===== src/cdmsf_pkg.sv =====
// Shared types, constants and BCD helpers for the CD minute/second/frame position unit.
// No dependencies; every other source file imports this package.
package cdmsf_pkg;

    localparam int unsigned ADDR_W         = 19;
    localparam int unsigned FRAMES_PER_SEC = 75;
    localparam int unsigned SECS_PER_MIN   = 60;
    localparam int unsigned FRAMES_PER_MIN = SECS_PER_MIN * FRAMES_PER_SEC;
    localparam int unsigned SEEK_LIMIT     = 449999;

    localparam int unsigned QUOT_W      = 7;
    localparam int unsigned REM_W       = 13;
    localparam int unsigned MIN_RECIP_W = 20;
    localparam int unsigned MIN_PROD_W  = ADDR_W + MIN_RECIP_W;
    localparam int unsigned MIN_SHIFT   = 32;
    localparam int unsigned SEC_RECIP_W = 10;
    localparam int unsigned SEC_PROD_W  = REM_W + SEC_RECIP_W;
    localparam int unsigned SEC_SHIFT   = 16;

    localparam logic [MIN_RECIP_W-1:0] MIN_RECIP = MIN_RECIP_W'(954438);
    localparam logic [SEC_RECIP_W-1:0] SEC_RECIP = SEC_RECIP_W'(874);

    localparam logic [1:0] ACT_LOAD  = 2'd0;
    localparam logic [1:0] ACT_STEP  = 2'd1;
    localparam logic [1:0] ACT_SEEK  = 2'd2;
    localparam logic [1:0] ACT_QUERY = 2'd3;

    localparam logic [7:0] FRAME_WRAP      = 8'h75;
    localparam logic [7:0] SECOND_WRAP     = 8'h60;
    localparam logic [7:0] MINUTE_LAST     = 8'h99;
    localparam logic [7:0] REL_SECOND_FLAG = 8'h80;
    localparam logic [3:0] BCD_NINE        = 4'h9;

    localparam int unsigned S_TDATA_W = 72;
    localparam int unsigned M_TDATA_W = 72;

    typedef struct packed {
        logic [7:0] minute;
        logic [7:0] second;
        logic [7:0] frame;
    } msf_t;

    typedef struct packed {
        logic [1:0] action;
        msf_t       load;
        msf_t       track;
    } cmd_t;

    typedef struct packed {
        logic [7:0]        track_frame;
        logic [7:0]        track_second;
        logic [7:0]        track_minute;
        logic [ADDR_W-1:0] seek_address;
        logic [7:0]        load_frame;
        logic [7:0]        load_second;
        logic [7:0]        load_minute;
    } s_payload_t;

    typedef struct packed {
        logic [7:0]        report_frame;
        logic [7:0]        report_second;
        logic [7:0]        report_minute;
        logic [ADDR_W-1:0] linear_address;
        logic [7:0]        pos_frame;
        logic [7:0]        pos_second;
        logic [7:0]        pos_minute;
    } result_t;

    localparam int unsigned S_PAYLOAD_W = $bits(s_payload_t);
    localparam int unsigned RESULT_W    = $bits(result_t);

    function automatic logic [7:0] bcd_step(input logic [7:0] v);
        logic [7:0] r;
        if (v[3:0] == BCD_NINE) begin
            r = {v[7:4] + 4'h1, 4'h0};
        end else begin
            r = v + 8'd1;
        end
        return r;
    endfunction

    function automatic logic [7:0] bcd_value(input logic [7:0] v);
        return {1'b0, v[7:4], 3'b000} + {3'b000, v[7:4], 1'b0} + {4'h0, v[3:0]};
    endfunction

    function automatic logic [7:0] to_bcd(input logic [QUOT_W-1:0] v);
        logic [3:0]        tens;
        logic [QUOT_W-1:0] ones;
        tens = 4'h0;
        for (int i = 1; i <= 9; i++) begin
            if (v >= QUOT_W'(10 * i)) begin
                tens = 4'(i);
            end
        end
        ones = v - QUOT_W'(32'(tens) * 10);
        return {tens, ones[3:0]};
    endfunction

endpackage


===== src/cdmsf_seek_conv.sv =====
// Seek address conversion: clamp, divide by frames per minute and per second, convert to BCD.
// Four registered stages with per-stage handshake. Depends on cdmsf_pkg.
module cdmsf_seek_conv
    import cdmsf_pkg::*;
(
    input  logic              aclk,
    input  logic              aresetn,
    input  logic              in_valid,
    output logic              in_ready,
    input  cmd_t              in_cmd,
    input  logic [ADDR_W-1:0] in_addr,
    output logic              out_valid,
    input  logic              out_ready,
    output cmd_t              out_cmd,
    output msf_t              out_seek
);

    logic              a_valid_reg;
    cmd_t              a_cmd_reg;
    logic [ADDR_W-1:0] a_addr_reg;
    logic [QUOT_W-1:0] a_min_reg;

    logic              b_valid_reg;
    cmd_t              b_cmd_reg;
    logic [QUOT_W-1:0] b_min_reg;
    logic [REM_W-1:0]  b_rem_reg;

    logic              c_valid_reg;
    cmd_t              c_cmd_reg;
    logic [QUOT_W-1:0] c_min_reg;
    logic [REM_W-1:0]  c_rem_reg;
    logic [QUOT_W-1:0] c_sec_reg;

    logic              d_valid_reg;
    cmd_t              d_cmd_reg;
    msf_t              d_seek_reg;

    logic a_ready, b_ready, c_ready, d_ready;

    logic [ADDR_W-1:0]     clamp_addr;
    logic [MIN_PROD_W-1:0] min_prod;
    logic [ADDR_W-1:0]     rem_full;
    logic [SEC_PROD_W-1:0] sec_prod;
    logic [REM_W-1:0]      frame_full;
    msf_t                  seek_next;

    assign d_ready  = !d_valid_reg || out_ready;
    assign c_ready  = !c_valid_reg || d_ready;
    assign b_ready  = !b_valid_reg || c_ready;
    assign a_ready  = !a_valid_reg || b_ready;
    assign in_ready = a_ready;

    assign clamp_addr = (in_addr > ADDR_W'(SEEK_LIMIT)) ? ADDR_W'(SEEK_LIMIT) : in_addr;
    assign min_prod   = MIN_PROD_W'(clamp_addr) * MIN_PROD_W'(MIN_RECIP);
    assign rem_full   = a_addr_reg - ADDR_W'(a_min_reg) * ADDR_W'(FRAMES_PER_MIN);
    assign sec_prod   = SEC_PROD_W'(b_rem_reg) * SEC_PROD_W'(SEC_RECIP);
    assign frame_full = c_rem_reg - REM_W'(c_sec_reg) * REM_W'(FRAMES_PER_SEC);

    always_comb begin
        seek_next.minute = to_bcd(c_min_reg);
        seek_next.second = to_bcd(c_sec_reg);
        seek_next.frame  = to_bcd(frame_full[QUOT_W-1:0]);
    end

    always_ff @(posedge aclk) begin
        if (!aresetn) begin
            a_valid_reg <= 1'b0;
            b_valid_reg <= 1'b0;
            c_valid_reg <= 1'b0;
            d_valid_reg <= 1'b0;
        end else begin
            if (a_ready) begin
                a_valid_reg <= in_valid;
            end
            if (b_ready) begin
                b_valid_reg <= a_valid_reg;
            end
            if (c_ready) begin
                c_valid_reg <= b_valid_reg;
            end
            if (d_ready) begin
                d_valid_reg <= c_valid_reg;
            end
        end
    end

    always_ff @(posedge aclk) begin
        if (a_ready && in_valid) begin
            a_cmd_reg  <= in_cmd;
            a_addr_reg <= clamp_addr;
            a_min_reg  <= min_prod[MIN_SHIFT +: QUOT_W];
        end
        if (b_ready && a_valid_reg) begin
            b_cmd_reg <= a_cmd_reg;
            b_min_reg <= a_min_reg;
            b_rem_reg <= rem_full[REM_W-1:0];
        end
        if (c_ready && b_valid_reg) begin
            c_cmd_reg <= b_cmd_reg;
            c_min_reg <= b_min_reg;
            c_rem_reg <= b_rem_reg;
            c_sec_reg <= sec_prod[SEC_SHIFT +: QUOT_W];
        end
        if (d_ready && c_valid_reg) begin
            d_cmd_reg  <= c_cmd_reg;
            d_seek_reg <= seek_next;
        end
    end

    assign out_valid = d_valid_reg;
    assign out_cmd   = d_cmd_reg;
    assign out_seek  = d_seek_reg;

endmodule


===== src/cdmsf_pos_core.sv =====
// Position register: applies load, frame step with BCD carry, seek or query to the held position.
// Depends on cdmsf_pkg.
module cdmsf_pos_core
    import cdmsf_pkg::*;
(
    input  logic aclk,
    input  logic aresetn,
    input  logic in_valid,
    output logic in_ready,
    input  cmd_t in_cmd,
    input  msf_t in_seek,
    output logic out_valid,
    input  logic out_ready,
    output msf_t out_pos,
    output msf_t out_track
);

    logic valid_reg;
    msf_t pos_reg;
    msf_t pos_next;
    msf_t track_reg;
    msf_t stepped;
    logic [7:0] step_frame;
    logic [7:0] step_second;
    logic [7:0] step_minute;

    assign in_ready = !valid_reg || out_ready;

    assign step_frame  = bcd_step(pos_reg.frame);
    assign step_second = bcd_step(pos_reg.second);
    assign step_minute = (pos_reg.minute == MINUTE_LAST) ? 8'h00 : bcd_step(pos_reg.minute);

    always_comb begin
        stepped = pos_reg;
        if (step_frame == FRAME_WRAP) begin
            stepped.frame = 8'h00;
            if (step_second == SECOND_WRAP) begin
                stepped.second = 8'h00;
                stepped.minute = step_minute;
            end else begin
                stepped.second = step_second;
            end
        end else begin
            stepped.frame = step_frame;
        end
    end

    always_comb begin
        unique case (in_cmd.action)
            ACT_LOAD:  pos_next = in_cmd.load;
            ACT_STEP:  pos_next = stepped;
            ACT_SEEK:  pos_next = in_seek;
            ACT_QUERY: pos_next = pos_reg;
            default:   pos_next = pos_reg;
        endcase
    end

    always_ff @(posedge aclk) begin
        if (!aresetn) begin
            valid_reg <= 1'b0;
            pos_reg   <= '0;
        end else begin
            if (in_ready) begin
                valid_reg <= in_valid;
            end
            if (in_ready && in_valid) begin
                pos_reg <= pos_next;
            end
        end
    end

    always_ff @(posedge aclk) begin
        if (in_ready && in_valid) begin
            track_reg <= in_cmd.track;
        end
    end

    assign out_valid = valid_reg;
    assign out_pos   = pos_reg;
    assign out_track = track_reg;

endmodule


===== src/cdmsf_report.sv =====
// Result register: linear address from the BCD position and the absolute or relative report.
// Depends on cdmsf_pkg.
module cdmsf_report
    import cdmsf_pkg::*;
(
    input  logic    aclk,
    input  logic    aresetn,
    input  logic    in_valid,
    output logic    in_ready,
    input  msf_t    in_pos,
    input  msf_t    in_track,
    output logic    out_valid,
    input  logic    out_ready,
    output result_t out_result,
    output logic    out_relative
);

    logic              valid_reg;
    result_t           result_reg;
    logic              relative_reg;
    result_t           result_next;
    logic              relative_next;
    logic [ADDR_W-1:0] lin_next;

    assign in_ready = !valid_reg || out_ready;

    assign lin_next = ADDR_W'(bcd_value(in_pos.minute)) * ADDR_W'(FRAMES_PER_MIN)
                    + ADDR_W'(bcd_value(in_pos.second)) * ADDR_W'(FRAMES_PER_SEC)
                    + ADDR_W'(bcd_value(in_pos.frame));

    assign relative_next = |in_pos.frame[4:0];

    always_comb begin
        result_next.pos_minute     = in_pos.minute;
        result_next.pos_second     = in_pos.second;
        result_next.pos_frame      = in_pos.frame;
        result_next.linear_address = lin_next;
        if (relative_next) begin
            result_next.report_minute = in_pos.minute - in_track.minute;
            result_next.report_second = (in_pos.second - in_track.second) | REL_SECOND_FLAG;
            result_next.report_frame  = in_pos.frame - in_track.frame;
        end else begin
            result_next.report_minute = in_pos.minute;
            result_next.report_second = in_pos.second;
            result_next.report_frame  = in_pos.frame;
        end
    end

    always_ff @(posedge aclk) begin
        if (!aresetn) begin
            valid_reg <= 1'b0;
        end else if (in_ready) begin
            valid_reg <= in_valid;
        end
    end

    always_ff @(posedge aclk) begin
        if (in_ready && in_valid) begin
            result_reg   <= result_next;
            relative_reg <= relative_next;
        end
    end

    assign out_valid    = valid_reg;
    assign out_result   = result_reg;
    assign out_relative = relative_reg;

endmodule


===== src/cd_msf_position_unit.sv =====
// CD minute/second/frame position unit, top level: input register, seek conversion,
// position register and result register. Depends on cdmsf_pkg and the cdmsf_* modules.
// Throughput: one transaction per cycle while m_tready is high; each stage holds one item and is freed as it drains.
// Reset (aresetn low, synchronous): empties every stage and sets the position to 00:00:00.
module cd_msf_position_unit
    import cdmsf_pkg::*;
(
    input  logic                 aclk,
    input  logic                 aresetn,
    input  logic                 s_tvalid,
    output logic                 s_tready,
    // load_minute, load_second, load_frame, seek_address, track_minute, track_second,
    // track_frame, zero fill
    input  logic [S_TDATA_W-1:0] s_tdata,
    // action
    input  logic [1:0]           s_tuser,
    output logic                 m_tvalid,
    input  logic                 m_tready,
    // pos_minute, pos_second, pos_frame, linear_address, report_minute, report_second,
    // report_frame, zero fill
    output logic [M_TDATA_W-1:0] m_tdata,
    // report_relative
    output logic                 m_tuser
);

    logic              in_valid_reg;
    cmd_t              in_cmd_reg;
    logic [ADDR_W-1:0] in_addr_reg;
    s_payload_t        s_payload;
    cmd_t              in_cmd_next;

    logic seek_in_ready;
    logic seek_valid;
    logic pos_in_ready;
    cmd_t seek_cmd;
    msf_t seek_msf;

    logic pos_valid;
    logic rep_in_ready;
    msf_t pos_msf;
    msf_t track_msf;

    result_t result;

    assign s_payload = s_payload_t'(s_tdata[S_PAYLOAD_W-1:0]);

    always_comb begin
        in_cmd_next.action       = s_tuser;
        in_cmd_next.load.minute  = s_payload.load_minute;
        in_cmd_next.load.second  = s_payload.load_second;
        in_cmd_next.load.frame   = s_payload.load_frame;
        in_cmd_next.track.minute = s_payload.track_minute;
        in_cmd_next.track.second = s_payload.track_second;
        in_cmd_next.track.frame  = s_payload.track_frame;
    end

    assign s_tready = !in_valid_reg || seek_in_ready;

    always_ff @(posedge aclk) begin
        if (!aresetn) begin
            in_valid_reg <= 1'b0;
        end else if (s_tready) begin
            in_valid_reg <= s_tvalid;
        end
    end

    always_ff @(posedge aclk) begin
        if (s_tready && s_tvalid) begin
            in_cmd_reg  <= in_cmd_next;
            in_addr_reg <= s_payload.seek_address;
        end
    end

    cdmsf_seek_conv u_seek_conv (
        .aclk      (aclk),
        .aresetn   (aresetn),
        .in_valid  (in_valid_reg),
        .in_ready  (seek_in_ready),
        .in_cmd    (in_cmd_reg),
        .in_addr   (in_addr_reg),
        .out_valid (seek_valid),
        .out_ready (pos_in_ready),
        .out_cmd   (seek_cmd),
        .out_seek  (seek_msf)
    );

    cdmsf_pos_core u_pos_core (
        .aclk      (aclk),
        .aresetn   (aresetn),
        .in_valid  (seek_valid),
        .in_ready  (pos_in_ready),
        .in_cmd    (seek_cmd),
        .in_seek   (seek_msf),
        .out_valid (pos_valid),
        .out_ready (rep_in_ready),
        .out_pos   (pos_msf),
        .out_track (track_msf)
    );

    cdmsf_report u_report (
        .aclk         (aclk),
        .aresetn      (aresetn),
        .in_valid     (pos_valid),
        .in_ready     (rep_in_ready),
        .in_pos       (pos_msf),
        .in_track     (track_msf),
        .out_valid    (m_tvalid),
        .out_ready    (m_tready),
        .out_result   (result),
        .out_relative (m_tuser)
    );

    assign m_tdata = {(M_TDATA_W - RESULT_W)'(0), result};

endmodule


===== config.mk =====
export PLATFORM = sky130hd
export DESIGN_NAME = cd_msf_position_unit
export DESIGN_NICKNAME = d
export VERILOG_FILES = /design/src/cdmsf_pkg.sv /design/src/cdmsf_seek_conv.sv /design/src/cdmsf_pos_core.sv /design/src/cdmsf_report.sv /design/src/cd_msf_position_unit.sv
export SDC_FILE = /design/constraint.sdc
export NUM_CORES = 1
export LEC_CHECK = 0
export ABC_CLOCK_PERIOD_IN_PS = 9300
export BUFFER_PORTS_ARGS = -buffer_cell sky130_fd_sc_hd__buf_2
export CORE_MARGIN = 4
export CORE_UTILIZATION = 60
export DETAILED_ROUTE_END_ITERATION = 7
export GPL_ROUTABILITY_DRIVEN = 0
export GPL_TIMING_DRIVEN = 0
export PLACE_DENSITY = 0.77
export SLEW_MARGIN = 10
export SYNTH_ARGS = -nofsm -noshare
export SYNTH_HDL_FRONTEND = slang
export SYNTH_SLANG_ARGS = --single-unit

===== constraint.sdc =====
create_clock -name aclk -period 9.3 [get_ports aclk]
set_input_delay 0.465 -clock aclk [delete_from_list [all_inputs] [get_ports aclk]]
set_output_delay 0.465 -clock aclk [all_outputs]
set_load 0.1 [all_outputs]

==> impl_metrics.toml <==
[synth]
synthFlopType = "edfxtp_1"
yosysUniqueCellTypes = 79
synth_cells = 2362
yosysTopAreaCell = "edfxtp_1"
synth-async-reset-ratio_pct = 0
ys_seq_area_share_pct = 47.2
synth_warnings = 0
synth_enable_flop_cells = 440
ys_ff_latch = 471
syn_avg_cell_area_um2 = 12.4
ys_top_cells_by_area = "edfxtp_1 45%, ha_1 17%, fa_1 12%, inv_1 5.4%, xnor2_1 2.4%"
synth_top_area_share_pct = 45.1
syn_area_um2 = 29300

[cells_and_area]
seqCellArea_um2 = 13800
fin_nets = 3224
drive_above_1_share_pct = 9.90
fillers = 3305
largest_reg_flops = 67
layout_commonest_cell = "edfxtp_1"
multiInputGateArea_um2 = 13800
mostFrequentLayoutCells = "440 x edfxtp_1, 425 x inv_1, 400 x ha_1"
n_antenna_cell = 0
area_growth_syn_to_layout_pct = 11.8

[detailed_routing]
drtAntennaViolNets = 0
drt-initial-drc-count = 1369
drt-pass1-iter-count = 7
routedWlPerCell_um = 17.8
vias = 17956
drt_wl_total_mm = 57.4
drc = 0
routed_via_density = 5.57

[setup_path]
required_ps = 9640
slowest_delay_ps = 590
end_kind = "register"
critical_path_class = "register to register"
worstPathMaxFanout = 9
path_common_cell = "ha_1"
cp.arrival_ps = 8480
critPathSlowestCell = "fa_1"
cp-start-kind = "register"
cp_num_buf_inv = 5
path_delay_family = "adder cells"

[placed_design]
place_hpwl_mm = 43.4
io_buffers = 141

[timing]
hold_viol = 0
max_freq_mhz = 123
worst_pin_slew_ps = 928
rsz0062_at_grt = "no"
finalSetupViolCount = 0
drv_slew = 0
min_period_ps = 8150
maxSlewHeadroom_pct = 38.0
fin_skew_ps = 26.1
period_share_pct = 87.6
setup_total_negative_slack_ps = 0

[die]
core_area_um2 = 48000
start_util_pct = 61.0
die_y_um = 229
die_w_um = 229
dieArea_um2 = 52500
io_pins = 153
rows = 80

[grt]
overflow = 0
track_usage_pct = 22.0
first_global_vias = 18449
grt_antenna_before_repair = 0
grt_max_degree = 36
grt_pass1_wl_mm = 93.7

[run_status]
status = "completed"

[clock_network]
h-tree-depth = 2
cts_sinks = 471
clkTransAtPathRegs_ps = 60
cts_made_buffers = 47
cts_tree = "done"
clkLatencyLatePin_ps = 600
post_cts_buffers = 0
clockBufferDepth = 3
cts-root-buf = "clkbuf_16"

[job]
maxCapViolations = 0

[min_path]
hold_path.class = "primary input to register"
-- cells in the mapped netlist, types with 3 or more instances --
cell type  count
inv_1        425
edfxtp_1     440
a22oi_1        9
o21a_1        14
o22ai_1        3
mux2_2         3
dfxtp_1       31
fa_1         175
o211ai_1       6
clkbuf_1      36
o21ai_1        4
o21bai_1       6
nand3_1       29
a31oi_1       11
nor3_1        22
nor2b_1       35
ha_1         400
nor4_1         7
nand3b_1       3
a211o_1        3
and3_1         9
xnor2_1       80
nand2_1       96
a41oi_1        4
o31ai_1        6
o2111ai_1      5
nand4_1       11
nand2b_1      26
buf_4          5
and2_1        14
a2111oi_0      4
o21ai_0       80
xor2_1        35
a21boi_0       8
mux2i_1       15
or2_2          6
a21o_1        25
nor2_1       100
or3_1          8
a211oi_1       9
a21oi_1      103
-- final cells by class --
type / instances / area share, %
Buffer: 46 / 0.615
Multi-Input combinational cell: 1424 / 42.0
Clock buffer: 53 / 3.66
Tap cell: 615 / 2.35
Clock inverter: 31 / 1.18
Timing Repair Buffer: 156 / 3.15
Inverter: 425 / 4.87
Sequential cell: 471 / 42.2
-- worst reg2reg max path, delay by kind of cell (launching register included) --
| kind | cells | cell delay (ps) |
|---|---|---|
| DFF | 1 | 550 |
| adders and majority gates | 11 | 4190 |
| and+or+nand+nor | 5 | 660 |
| AOI/OAI and AO/OA | 6 | 1280 |
| xor gates and xnor gates | 3 | 620 |
| buffers and inverters | 5 | 600 |
-- layer usage --
layer	GRT usage, %	wire, um	vias to the layer above
met1	28.8	23700	8726
met3	2.99	3280	118
met2	38.1	28600	564
met4	7.23	1750	0
met5	0	0	-
li1	-	-	8548
-- per-stage QoR --
step	std cells	cell area, um^2	util, %	hold WS, ps	setup slack [ps]
6_report	3221	32800	68.2	34.3	1150
5_1_grt	3221	32800	68.2	8.16	611
4_1_cts	3221	32800	68.2	0.121	1190
3_5_place_dp	3135	31200	64.9	405	1190
3_3_place_gp	3122	30800	64.1	403	447
2_1_floorplan	2366	29300	-	400	1880
-- cell families (layout without fill, tap and decap cells) --
group | count (synthesis) | count (layout) | share of synthesized area (%)
other | 1 | 5 | 0.0128
flip-flops | 471 | 471 | 47.2
AO/OA/AOI/OAI | 328 | 328 | 7.00
buffers and inverters | 471 | 711 | 6.13
adder cells (fa/ha/maj) | 576 | 576 | 29.0
AND/OR/NAND/NOR | 377 | 377 | 6.25
XOR/XNOR | 120 | 120 | 3.78
multiplexers | 18 | 18 | 0.627
-- path summary, 6_finish.rpt --
path / from / cells after the start / slack, ps / endpoint
hold reg to reg: u_seek_conv.b_min_reg[0] / 0 / 400 / u_seek_conv.c_min_reg[0]
setup reg to reg: u_pos_core.out_pos[20] / 30 / 1150 / u_report.out_result[41]
setup / recovery: u_pos_core.out_pos[20] / 30 / 1150 / u_report.out_result[41]
hold / removal: s_tdata[5] / 1 / 30 / in_cmd_reg[45]
-- timing repair --
| action | in CTS | in global routing |
|---|---|---|
| gates resized for setup | 0 | 0 |
| endpoints found under the hold margin | 2 | 0 |
| hold buffers | 2 | 0 |
Power is left out: the tool's default activity adds up to more than one toggle a clock period on the data nets, which glitch-free logic cannot reach.
